$ cat src/bst_pkg.sv
// Shared types and constants for the byte stream tokenizer.
package bst_pkg;

  // Token kinds; KIND_END also marks "nothing pending" in the back end.
  typedef enum logic [2:0] {
    KIND_END     = 3'd0,
    KIND_BLANK   = 3'd1,
    KIND_NEWLINE = 3'd2,
    KIND_INTEGER = 3'd3,
    KIND_NUMBER  = 3'd4,
    KIND_IDENT   = 3'd5,
    KIND_SINGLE  = 3'd6
  } kind_t;

  // Byte classes worked out in the front end.
  typedef enum logic [3:0] {
    CLS_BLANK,
    CLS_CR,
    CLS_LF,
    CLS_DIGIT,
    CLS_MINUS,
    CLS_DOT,
    CLS_UNDERSCORE,
    CLS_IDENT_START,
    CLS_OTHER,
    CLS_END
  } cls_t;

  typedef struct packed {
    cls_t       cls;
    logic [7:0] data_byte;
  } q_entry_t;

  localparam logic       OP_DATA         = 1'b0;
  localparam logic       OP_END          = 1'b1;

  localparam logic [7:0] CHAR_TAB        = 8'h09;
  localparam logic [7:0] CHAR_LF         = 8'h0A;
  localparam logic [7:0] CHAR_CR         = 8'h0D;
  localparam logic [7:0] CHAR_SPACE      = 8'h20;
  localparam logic [7:0] CHAR_MINUS      = 8'h2D;
  localparam logic [7:0] CHAR_DOT        = 8'h2E;
  localparam logic [7:0] CHAR_UNDERSCORE = 8'h5F;
  localparam logic [7:0] HIGH_BYTE_LIMIT = 8'd127;
  localparam logic [7:0] CHAR_NONE       = 8'h00;

  localparam int CFG_INDEX_BITS = 2;
  localparam int CFG_DATA_BITS  = 8;

  localparam logic [CFG_INDEX_BITS-1:0] REG_TOKEN_FILTER = 2'd0;
  localparam logic [CFG_INDEX_BITS-1:0] REG_FIRST_LINE   = 2'd1;

  localparam int QUEUE_DEPTH  = 2;
  localparam int RESULT_DEPTH = 4;

endpackage

$ cat src/bst_in_if.sv
// Input word channel: operation and source byte.
interface bst_in_if;
  logic       valid;
  logic       ready;
  logic       op;
  logic [7:0] data_byte;

  modport source (output valid, op, data_byte, input ready);
  modport sink   (input valid, op, data_byte, output ready);
endinterface

$ cat src/bst_front.sv
// Front end: accept input words and classify each byte for the back end.
module bst_front
  import bst_pkg::*;
(
  bst_in_if.sink   in_ch,
  input  logic     q_room_one,
  output logic [1:0] q_push_cnt,
  output q_entry_t q_entry
);

  cls_t cls;

  always_comb begin
    if (in_ch.op == OP_END) begin
      cls = CLS_END;
    end else begin
      case (in_ch.data_byte) inside
        CHAR_SPACE, CHAR_TAB:             cls = CLS_BLANK;
        CHAR_CR:                          cls = CLS_CR;
        CHAR_LF:                          cls = CLS_LF;
        [8'h30:8'h39]:                    cls = CLS_DIGIT;
        CHAR_MINUS:                       cls = CLS_MINUS;
        CHAR_DOT:                         cls = CLS_DOT;
        CHAR_UNDERSCORE:                  cls = CLS_UNDERSCORE;
        [8'h41:8'h5A], [8'h61:8'h7A]:     cls = CLS_IDENT_START;
        default: begin
          // high bytes open identifiers as letters do
          cls = (in_ch.data_byte > HIGH_BYTE_LIMIT) ? CLS_IDENT_START : CLS_OTHER;
        end
      endcase
    end
  end

  assign in_ch.ready       = q_room_one;
  assign q_push_cnt        = {1'b0, in_ch.valid & q_room_one};
  assign q_entry.cls       = cls;
  assign q_entry.data_byte = in_ch.data_byte;

endmodule

$ cat src/flat_wrapper.sv
// flat-port wrapper written by rule: the top's interface ports become plain ports
module bst_front_flat import bst_pkg::*;
  (q_room_one, q_push_cnt, q_entry, in_ch_valid, in_ch_op, in_ch_data_byte, in_ch_ready);
  bst_in_if in_ch_i ();
  input  logic q_room_one;
  output logic [1:0] q_push_cnt;
  output q_entry_t q_entry;
  input wire logic [$bits(in_ch_i.valid)-1:0] in_ch_valid;
  input wire logic [$bits(in_ch_i.op)-1:0] in_ch_op;
  input wire logic [$bits(in_ch_i.data_byte)-1:0] in_ch_data_byte;
  output wire logic [$bits(in_ch_i.ready)-1:0] in_ch_ready;
  assign in_ch_i.valid = in_ch_valid;
  assign in_ch_i.op = in_ch_op;
  assign in_ch_i.data_byte = in_ch_data_byte;
  assign in_ch_ready = in_ch_i.ready;
  bst_front u_core (.in_ch(in_ch_i), .q_room_one(q_room_one), .q_push_cnt(q_push_cnt), .q_entry(q_entry));
endmodule
$ cat config.mk
export PLATFORM = sky130hd
export DESIGN_NAME = bst_front_flat
export DESIGN_NICKNAME = d
export VERILOG_FILES = /design/src/bst_pkg.sv /design/src/bst_in_if.sv /design/src/bst_front.sv /design/src/flat_wrapper.sv
export SDC_FILE = /design/constraint.sdc
export NUM_CORES = 1
export LEC_CHECK = 0
export ABC_AREA = 1
export BUFFER_PORTS_ARGS = -buffer_cell sky130_fd_sc_hd__buf_2
export CORE_AREA = 2 2 39 41
export DETAILED_ROUTE_END_ITERATION = 6
export DIE_AREA = 0 0 41 43
export GPL_TIMING_DRIVEN = 0
export SYNTH_ARGS = -nofsm -noshare
export SYNTH_HDL_FRONTEND = slang
export SYNTH_SLANG_ARGS = --single-unit
$ cat constraint.sdc
create_clock -name vclk -period 1.35
set_input_delay 0.135 -clock vclk [all_inputs]
set_output_delay 0.135 -clock vclk [all_outputs]
set_load 0.01 [all_outputs]
==> impl_metrics.tcl <==
set metrics [dict create \
    dp_hpwl_um 681 \
    globalplace.congestion 0.7860 \
    dpl_cell_area_sq_um 466.7 \
    track_usage_pct 8.292 \
    worstPathArrival_ns 1.04 \
    end_kind "primary output" \
    leakagePower_nw 0.3128 \
    crit_top_cell "nand3_1" \
    grtUsageMet3_pct 0 \
    gr-total-overflow 0 \
    cp_max_fo 5 \
    p_per_area_nw_per_um2 274.1 \
    drtPass1Iterations 4 \
    rsz0062_at_grt "false" \
    num_vias 438 \
    status "finished, final reports clean" \
    finalMaxSlewViolations 0 \
    max_cap_viol_count 0 \
    wl_um 748 \
    syn2layout_area_growth_pct 45.14 \
    top_usage_layer "met2" \
    antenna_found_initial 0 \
    critPathLaunchType "input pin" \
    die_y_um 43 \
    critPathRequiredTime_ns 1.22 \
    crit_type "in2out" \
    fp.dieW_um 41 \
    drt_iter0_markers 13 \
    postCtsSetupRepairBufs 0 \
    drive_gt1_share_pct 37.50 \
    grt_pass1_wl_um 1124 \
    yosys_warnings 0 \
    wl_per_cell_um 6.679 \
    hold_path_class "in2out" \
    synth_cell_types 10 \
    crit_start "in_ch_data_byte[2]" \
    initial_utilization_pct 23.24 \
    seqCellArea_sq_um 0 \
    fin_util_pct 33.73 \
    grt_max_degree 7 \
    antennaDiodeCount 0 \
    fin_crit_ns 1.172 \
    seq_area_frac_synth_pct 0 \
    grt_pass1_vias 330 \
    hold_buffers 0 \
    fin_crit_sh_pct 86.80 \
    hold_viol 0 \
    grtUsageMet2_pct 14.37 \
    holdCritStartpoint "in_ch_op" \
    rows 14 \
    core-area_sq_um 1384 \
    synth_area_sq_um 321.6 \
    placement.io_buffers 25 \
    ioPinCount 26 \
    ir_drop_v 0.00008393 \
    nClkBuffers 0 \
    synth_nets 82 \
    dieArea_sq_um 1763 \
    slowest_delay_ns 0.14 \
    syn-instance-count 71 \
    crit_slowest_cell "nor2_1" \
    drc 0 \
    finalSetupTns_ns 0 \
    met1_usage_pct 11.71 \
    ctsResizeCount 0 \
    postRouteAntennaNets 0 \
    fin_area_sq_um 466.7 \
    path_cells "buf_2 > nor2_1 > nand3_1 > nand3_1 > nand3_1 > nor2_1 > nand2_1 > nand2_1 > buf_2" \
    via_per_inst 3.911 \
    total_power_w 0.0001279 \
    seq_cells 0 \
    num-nets-final 109 \
    fmaxAchievable_ghz 0.8534 \
    avgSynthCellArea_sq_um 4.529 \
    finalSetupViolCount 0 \
]
-- report_power, final --
part           total [W]  switching (W)  leakage [nW]  internal (W)
Sequential             0              0             0             0
Clock                  0              0             0             0
Combinational   0.000128      0.0000673         0.313     0.0000607
Total           0.000128      0.0000673         0.313     0.0000607
-- layer usage --
| metal | vias up | wire [um] |
|---|---|---|
| met3 | 0 | 48 |
| met2 | 11 | 364 |
| met5 | - | 0 |
| met1 | 172 | 336 |
| met4 | 0 | 0 |
| li1 | 255 | - |
-- critical path: cells and delay by family --
family / cells / cell delay [ns]
simple gates: 7 / 0.66
buf+inv: 2 / 0.25
-- cells by family after synthesis --
| family | after synthesis | synth area share (%) |
|---|---|---|
| compound gates | 1 | 1.555 |
| simple gates | 49 | 62.26 |
| buf+inv | 20 | 35.02 |
| other cells | 1 | 1.166 |
-- layout make-up --
class,count,area (sq um)
Buffer,10,75.07
Multi-Input combinational cell,51,209.0
Timing Repair Buffer,25,125.1
Inverter,10,37.54
Tap cell,16,20.02
Fill cell,167,917.1
-- final timing paths --
kind | slack [ns] | end | cells after the start
max | 0.18 | q_entry[11] | 9
min | 0.53 | q_entry[9] | 3
-- Yosys cell counts --
| library cell | instances | area share, % |
|---|---|---|
| nor2_1 | 19 | 22 |
| conb_1 | 1 | 1.2 |
| or2_1 | 1 | 1.9 |
| nand2_1 | 20 | 23 |
| o21ai_0 | 1 | 1.6 |
| buf_4 | 10 | 23 |
| nand4_1 | 2 | 3.9 |
| inv_2 | 1 | 1.2 |
| inv_1 | 9 | 11 |
| nand3_1 | 7 | 11 |
-- per-stage QoR --
step / instances / hold slack (ns) / worst slack (ns)
finish: 112 / 0.5330 / 0.1782
global route: 112 / 0.5586 / 0.02431
CTS: 112 / 0.5344 / 0.1669
detailed placement: 112 / 0.5331 / 0.1630
global placement: 112 / 0.5290 / 0.1659
floorplan: 71 / 0.3175 / 0.4364
-- cells in the final DEF, fill, tap and decap left out --
master and instances:
buf_2 25, buf_4 10, conb_1 1, inv_1 9, inv_2 1, nand2_1 20, nand3_1 7, nand4_1 2
nor2_1 19, o21ai_0 1, or2_1 1
(Power assumes the default switching activity.)
