$ cat src/bst_fifo.sv
// Small queue taking up to two words per cycle and giving one.
module bst_fifo #(
  parameter int WIDTH = 8,
  parameter int DEPTH = 4
) (
  input  logic             clk,
  input  logic             rst_n,
  input  logic [1:0]       push_cnt,
  input  logic [WIDTH-1:0] push_a,
  input  logic [WIDTH-1:0] push_b,
  output logic             room_one,
  output logic             room_two,
  output logic             head_valid,
  output logic [WIDTH-1:0] head,
  input  logic             pop
);

  localparam int PTR_BITS = (DEPTH > 1) ? $clog2(DEPTH) : 1;
  localparam int CNT_BITS = $clog2(DEPTH + 1);

  logic [WIDTH-1:0]    mem_r [DEPTH];
  logic [PTR_BITS-1:0] wr_ptr_r, wr_ptr_nxt;
  logic [PTR_BITS-1:0] rd_ptr_r, rd_ptr_nxt;
  logic [CNT_BITS-1:0] count_r, count_nxt;
  logic [PTR_BITS-1:0] wr_ptr_b;

  function automatic logic [PTR_BITS-1:0] wrap_inc(input logic [PTR_BITS-1:0] p);
    if (p == PTR_BITS'(DEPTH - 1)) begin
      return '0;
    end
    return p + 1'b1;
  endfunction

  assign wr_ptr_b   = wrap_inc(wr_ptr_r);
  assign room_one   = (count_r < CNT_BITS'(DEPTH));
  assign room_two   = (count_r <= CNT_BITS'(DEPTH - 2));
  assign head_valid = (count_r != '0);
  assign head       = mem_r[rd_ptr_r];

  always_comb begin
    wr_ptr_nxt = wr_ptr_r;
    rd_ptr_nxt = rd_ptr_r;
    if (push_cnt == 2'd1) begin
      wr_ptr_nxt = wr_ptr_b;
    end else if (push_cnt == 2'd2) begin
      wr_ptr_nxt = wrap_inc(wr_ptr_b);
    end
    if (pop) begin
      rd_ptr_nxt = wrap_inc(rd_ptr_r);
    end
    count_nxt = count_r + CNT_BITS'(push_cnt) - CNT_BITS'(pop);
  end

  always_ff @(posedge clk) begin
    if (push_cnt != 2'd0) begin
      mem_r[wr_ptr_r] <= push_a;
    end
    if (push_cnt == 2'd2) begin
      mem_r[wr_ptr_b] <= push_b;
    end
  end

  always_ff @(posedge clk) begin
    if (!rst_n) begin
      wr_ptr_r <= '0;
      rd_ptr_r <= '0;
      count_r  <= '0;
    end else begin
      wr_ptr_r <= wr_ptr_nxt;
      rd_ptr_r <= rd_ptr_nxt;
      count_r  <= count_nxt;
    end
  end

endmodule

$ cat config.mk
export PLATFORM = sky130hd
export DESIGN_NAME = bst_fifo
export DESIGN_NICKNAME = d
export VERILOG_FILES = /design/src/bst_fifo.sv
export SDC_FILE = /design/constraint.sdc
export NUM_CORES = 1
export LEC_CHECK = 0
export ABC_CLOCK_PERIOD_IN_PS = 1600
export BUFFER_PORTS_ARGS = -buffer_cell sky130_fd_sc_hd__buf_2
export CAP_MARGIN = 20
export CELL_PAD_IN_SITES_DETAIL_PLACEMENT = 0
export CELL_PAD_IN_SITES_GLOBAL_PLACEMENT = 2
export CORE_MARGIN = 3
export CORE_UTILIZATION = 37
export CTS_BUF_LIST = sky130_fd_sc_hd__clkbuf_4 sky130_fd_sc_hd__clkbuf_8
export DETAILED_ROUTE_END_ITERATION = 10
export GPL_TIMING_DRIVEN = 0
export PLACE_DENSITY_LB_ADDON = 0.08
export SYNTH_ARGS = -nofsm -noshare
export SYNTH_HDL_FRONTEND = slang
export SYNTH_SLANG_ARGS = --single-unit
$ cat constraint.sdc
create_clock -name clk -period 1.6 [get_ports clk]
set_input_delay 0.08 -clock clk [delete_from_list [all_inputs] [get_ports clk]]
set_output_delay 0.08 -clock clk [all_outputs]
set_load 0.03 [all_outputs]
==> results of run 1 <==
## registers in the layout, indices dropped and copies added (netlist names), named ones only
name and count:
rd_ptr_r 2, mem_r 32, count_r 3, wr_ptr_r 2
## per-layer routing
layer,GRT usage [%],up-vias,routed length (µm)
met4,4.56,0,51
met5,0,-,0
met1,17.3,582,1760
met3,3.88,6,149
met2,24.1,18,2240
li1,-,592,-
## cell usage after synthesis, drive strengths merged
cell / count / area [µm²]
a21oi: 1 / 5.00
a31oi: 1 / 6.26
and2: 2 / 12.5
buf: 2 / 8.75
dfxtp: 9 / 180
edfxtp: 32 / 961
fa: 1 / 20.0
ha: 11 / 138
inv: 14 / 52.6
mux2: 32 / 360
mux2i: 1 / 10.0
mux4: 8 / 180
nand2: 4 / 15.0
nand3: 1 / 5.00
nor2b: 3 / 18.8
nor3b: 1 / 7.51
o2111a: 1 / 11.3
o211ai: 1 / 7.51
o21a: 1 / 7.51
o21ai: 5 / 25.0
o31ai: 1 / 7.51
or3: 1 / 7.51
or4: 1 / 7.51
xnor3: 1 / 22.5
## worst max-delay path, cell delays in order (launching register included)
cell	delay [ns]
dfxtp_2	0.34
buf_12	0.14
mux4_2	0.49
buf_2	0.19
## placed cells by master (no fill, tap or decap), types with 2 or more instances in the layout
master,count
edfxtp_1,32
clkbuf_4,2
ha_1,11
inv_1,14
and2_1,2
mux2_2,32
buf_6,2
dfxtp_1,5
nor2b_1,3
dfxtp_2,4
o21ai_4,4
buf_2,28
clkbuf_8,5
mux4_2,8
nand2_4,4
## power by group through the flow
stage	Clock [mW]	Combinational [mW]	Sequential (mW)
6_report	0.688	0.682	1.32
5_1_grt	0.750	0.753	1.33
4_1_cts	0.706	0.682	1.32
3_5_place_dp	0	0.647	1.34
3_3_place_gp	0	0.628	1.33
2_1_floorplan	0	0.467	1.32
## final cells by class
class	count	area, µm²
inverter	14	52.6
buffer	1	20.0
clock inverter	1	5.00
clock buffer	7	83.8
timing repair buffer	31	170
fill	484	2750
sequential	41	1150
tap	70	87.6
multi-input combinational	78	952
## cells by family after synthesis
family,Yosys count,synth area share [%]
muxes,41,26.5
buffers and inverters,16,2.95
DFF,41,54.9
adders and majority gates,12,7.59
and+or+nand+nor,13,3.55
AOI/OAI and AO/OA,11,3.37
xor gates and xnor gates,1,1.08
## repair_timing
item | in CTS | in global routing
hold buffers | 0 | 0
setup endpoints to repair | 73 | 32
gates resized for setup | 21 | 10
## how the worst max path moves through the flow
stage                     slack [ns]                startpoint                     to  cells past startpoint
after floorplan                 0.03  wr_ptr_r[0]$_SDFFE_PN0P_  mem_r[0][0]$_DFFE_PP_                      3
after global placement         -0.53  wr_ptr_r[0]$_SDFFE_PN0P_  mem_r[0][3]$_DFFE_PP_                      3
after detailed placement       -0.56  wr_ptr_r[0]$_SDFFE_PN0P_  mem_r[0][0]$_DFFE_PP_                      3
after CTS                      0.005                      flop                head[4]                      3
after global routing          -0.003  wr_ptr_r[0]$_SDFFE_PN0P_  mem_r[3][2]$_DFFE_PP_                      3
final                           0.06                      flop                head[4]                      3
==> qor.txt, run 1 <==
status: completed
vias in the first global route: 1315
DRC Markers: 0
Skew-Pair Late Insertion Delay: 0.29 ns
kind of critical path: flop to output port
clock sinks: 41
setup TNS: 0 ns
Iteration-0 DRC Markers: 68
endpoint class of the critical path: output port
grt ovf: 0
DIE WIDTH: 80.9 µm
Cell variety after synth: 25
DP Worst Slack: -0.558 ns
largest net degree at the start of global routing: 13
initial antenna violation count: 0
Sequential Power Share: 49.0%
WL final: 4210 µm
fraction of layout cells with a size suffix above 1: 54.3%
HPWL Detailed: 2930 µm
Ys Warns: 0
Combinational Power Share: 25.4%
CP Launch Type: flop
Power Density: 1070 nW/µm²
Syn Nets: 168
reg-to-reg startpoint: count_r[0]$_SDFF_PN0_
Ports: 32
diode count: 0
Seq cells post-synth: 41
Mapped Cells: 135
Final Cell Area: 2520 µm²
fin. max-slew vios: 0
worst min path class: primary input to flop
port bufs: 31
Final Util: 47.8%
Inserted Clock Buffers: 5
DRT antenna net count: 0
Internal: 1.91 mW
DR vias: 1198
first-pass GRT wire length: 6640 µm
Cell Area, Placed: 2320 µm²
reg-to-reg critical path endpoint: count_r[1]$_SDFF_PN0_
clk root buf: clkbuf_8
Die Ht: 80.9 µm
fraction of power spent switching nets: 28.9%
final setup vio count: 0
H-tree Lvls: 2
GR Util All Layers: 14.1%
Total Die Area: 6550 µm²
vias per inst: 4.93
CTS tree: yes
row count: 26
routability cong.: 0.695
Avg Synthesized Cell Area: 15.4 µm²
fin nets: 205
clk buf depth: 2
Syn Std Cell Area: 2080 µm²
Slew @ Worst Pin: 0.386 ns
Final Skew: 0.00993 ns
setup ws final: 0.0612 ns
final worst path period share: 96.2%
area grow syn2layout: 21.2%
r2r setup slk: 0.07 ns
WL per Instance: 17.3 µm
CP required: 1.52 ns
placed insts: 236
core area: 5270 µm²
critical path peak fanout: 8
Slew HR: 74.1%
Max-Cap Viols: 0
worst hold margin: 0.0867 ns
clock transition at the registers of the reported paths: 0.07 ns
R2R depth: 6
crit path time final: 1.54 ns
final std cells w/o fill: 243
Pre-Repair DR Iteration Count: 3
Power Total: 2.69 mW
WHS Path Cells: 2
P_sw: 777 µW
Arr. time, crit path: 1.46 ns
Initial Utilization: 39.4%
P_leak: 1.00 nW
VDD IR max: 0.471 mV
register area share after synthesis: 54.9%
HP Start: rst_n
Setup Buffers After CTS: 0
Final Hold Violating Endpoints: 0
clock power share: 25.6%
FMAX: 650 MHz
(Power assumes the default switching activity.)
==> run 2: changes to the inputs <==
Settings changed: SETUP_SLACK_MARGIN set to 0.5.
==> run 2 against run 1 <==
Net effect: core utilization is 10 points higher; hold slack better by 0.0068 ns; clock skew is 0.0047 ns lower; total power is 16% higher; critical path type unchanged; highest routed layer unchanged.
==> qor.txt, run 2 (synthesized netlist as in run 1, its figures left out) <==
status: completed
clk root buf: clkbuf_8
crit path time final: 1.54 ns (+0.00382 ns)
Inserted Clock Buffers: 5 (unchanged)
Slowest Stage Delay on Critical Path: 0.53 ns (+0.04 ns)
Final Hold Violating Endpoints: 0 (unchanged)
fin. max-slew vios: 0 (unchanged)
VDD IR max: 0.425 mV (-9.8%)
clock sinks: 41 (unchanged)
Power Density: 1020 nW/µm² (-4.7%)
Largest register FFs: 32 (unchanged)
row count: 26 (unchanged)
first-pass GRT wire length: 7470 µm (+12%)
most frequent cells in the layout: mux2_4 (32), edfxtp_1 (32), buf_2 (23), buf_6 (13)
DRC Markers: 0 (unchanged)
worst hold margin: 0.0935 ns (+0.00681 ns)
CP max stage cell: mux4_2
FMAX: 648 MHz (-0.25%)
HPWL Detailed: 3180 µm (+8.4%)
Die Ht: 80.9 µm (unchanged)
DRT antenna net count: 0 (unchanged)
Iteration-0 DRC Markers: 51 (-25%)
clk buf depth: 2 (unchanged)
worst min path class: primary input to flop
endpoint class of the critical path: output port
vias per inst: 5.09 (+3.2%)
Worst Path Buf+Inv: 2 (unchanged)
hold_buf cts: 0 (unchanged)
CP required: 1.52 ns (about the same)
fraction of power spent switching nets: 28.1% (-0.84 points)
Final Util: 58.2% (+10 points)
Initial Utilization: 39.4% (unchanged)
port bufs: 31 (unchanged)
initial antenna violation count: 0 (unchanged)
setup TNS: 0 ns (unchanged)
RSZ-0062 raised after global routing: yes
final setup vio count: 0 (unchanged)
CTS tree: yes
core area: 5270 µm² (unchanged)
diode count: 0 (unchanged)
biggest registers after layout: mem_r: 32 flops, count_r: 3 flops
H-tree Lvls: 2 (unchanged)
Max-Cap Viols: 0 (unchanged)
Sequential Power Share: 42.2% (-6.8 points)
routability cong.: 0.733 (+5.6%)
vias in the first global route: 1433 (+9.0%)
Arr. time, crit path: 1.46 ns (about the same)
WL final: 4650 µm (+11%)
grt ovf: 0 (unchanged)
fin nets: 220 (+7.3%)
largest net degree at the start of global routing: 13 (unchanged)
P_sw: 876 µW (+13%)
Slew @ Worst Pin: 0.442 ns (+0.0556 ns)
Total Die Area: 6550 µm² (unchanged)
Internal: 2.25 mW (+18%)
Pre-Repair DR Iteration Count: 4 (+1)
DIE WIDTH: 80.9 µm (unchanged)
CP top delay family: multiplexers
CP Cell Sequence: buf_12 > mux4_2 > buf_6
Largest Register: mem_r
Slew HR: 70.5% (-3.6 points)
CP Launch Type: flop
critical path peak fanout: 8 (unchanged)
P_leak: 1.25 nW (+24%)
fraction of layout cells with a size suffix above 1: 66.5% (+12 points)
WL per Instance: 18.0 µm (+4.1%)
Skew-Pair Late Insertion Delay: 0.29 ns (about the same)
Combinational Power Share: 31.7% (+6.3 points)
final worst path period share: 96.4% (+0.24 points)
area grow syn2layout: 47.8%
GR Util All Layers: 15.9% (+1.8 points)
clock power share: 26.1% (+0.5 points)
clock transition at the registers of the reported paths: 0.07 ns (about the same)
DR vias: 1313 (+9.6%)
Ports: 32 (unchanged)
kind of critical path: flop to output port
Final Skew: 0.00518 ns (-0.00475 ns)
==> run 2: changes by cell type in the layout (fill, tap and decap cells not counted), moves of 4 or more <==
| cell | change |
|---|---|
| buf_12 | +4 |
| ha_4 | +7 |
| inv_1 | -8 |
| mux2_2 | -32 |
| buf_6 | +11 |
| buf_2 | -5 |
| mux2_4 | +32 |
| ha_1 | -7 |
| inv_2 | +6 |
| nand2_8 | +8 |
| nand2_4 | -4 |
==> run 2: through the flow <==
stage	total power [mW]	worst slack (ns)	instance area, µm²	cells
6_report	3.12	0.0574	3070	258
3_3_place_gp	2.09	0.103	2660	236
3_5_place_dp	2.13	0.0597	2660	236
5_1_grt	3.27	0.00186	3070	258
2_1_floorplan	1.92	0.145	2410	135
4_1_cts	3.12	0.0423	3040	256
==> run 2: power groups by stage <==
stage          combinational, mW  clock [mW]  sequential [mW]
2_1_floorplan              0.590           0             1.33
3_3_place_gp               0.756           0             1.34
3_5_place_dp               0.786           0             1.34
4_1_cts                    0.960       0.844             1.32
5_1_grt                     1.06       0.883             1.33
6_report                   0.989       0.816             1.32
==> run 2: metal layers <==
layer | GRT usage (%) | vias up | wire [µm]
li1 | - | 621 | -
met1 | 19.3 | 648 | 1880
met2 | 27.6 | 38 | 2490
met3 | 4.10 | 6 | 218
met4 | 5.24 | 0 | 63
met5 | 0 | - | 0
==> run 2: what timing repair did <==
item | in CTS | in global routing
gates cloned | 4 | 0
endpoints found under the setup margin | 77 | 78
pin swaps | 9 | 4
buffers inserted | 8 | 2
resized for setup | 28 | 5
==> run 2: worst paths after layout <==
kind	from	end	slack, ns	cells after the start
worst max-delay path	flop	head[2]	0.06	3
worst min-delay path	rst_n	flop	0.09	2
worst max register to register	count_r[0]$_SDFF_PN0_	count_r[1]$_SDFF_PN0_	0.09	6
worst min register to register	rd_ptr_r[1]$_SDFFE_PN0P_	rd_ptr_r[1]$_SDFFE_PN0P_	0.57	2
==> run 2: cell type report <==
class,instances,area [µm²]
fill,433,2200
multi-input combinational,82,1290
sequential,41,1150
timing repair buffer,41,352
tap,70,87.6
clock buffer,6,76.3
inverter,14,57.6
clock inverter,2,33.8
buffer,2,25.0
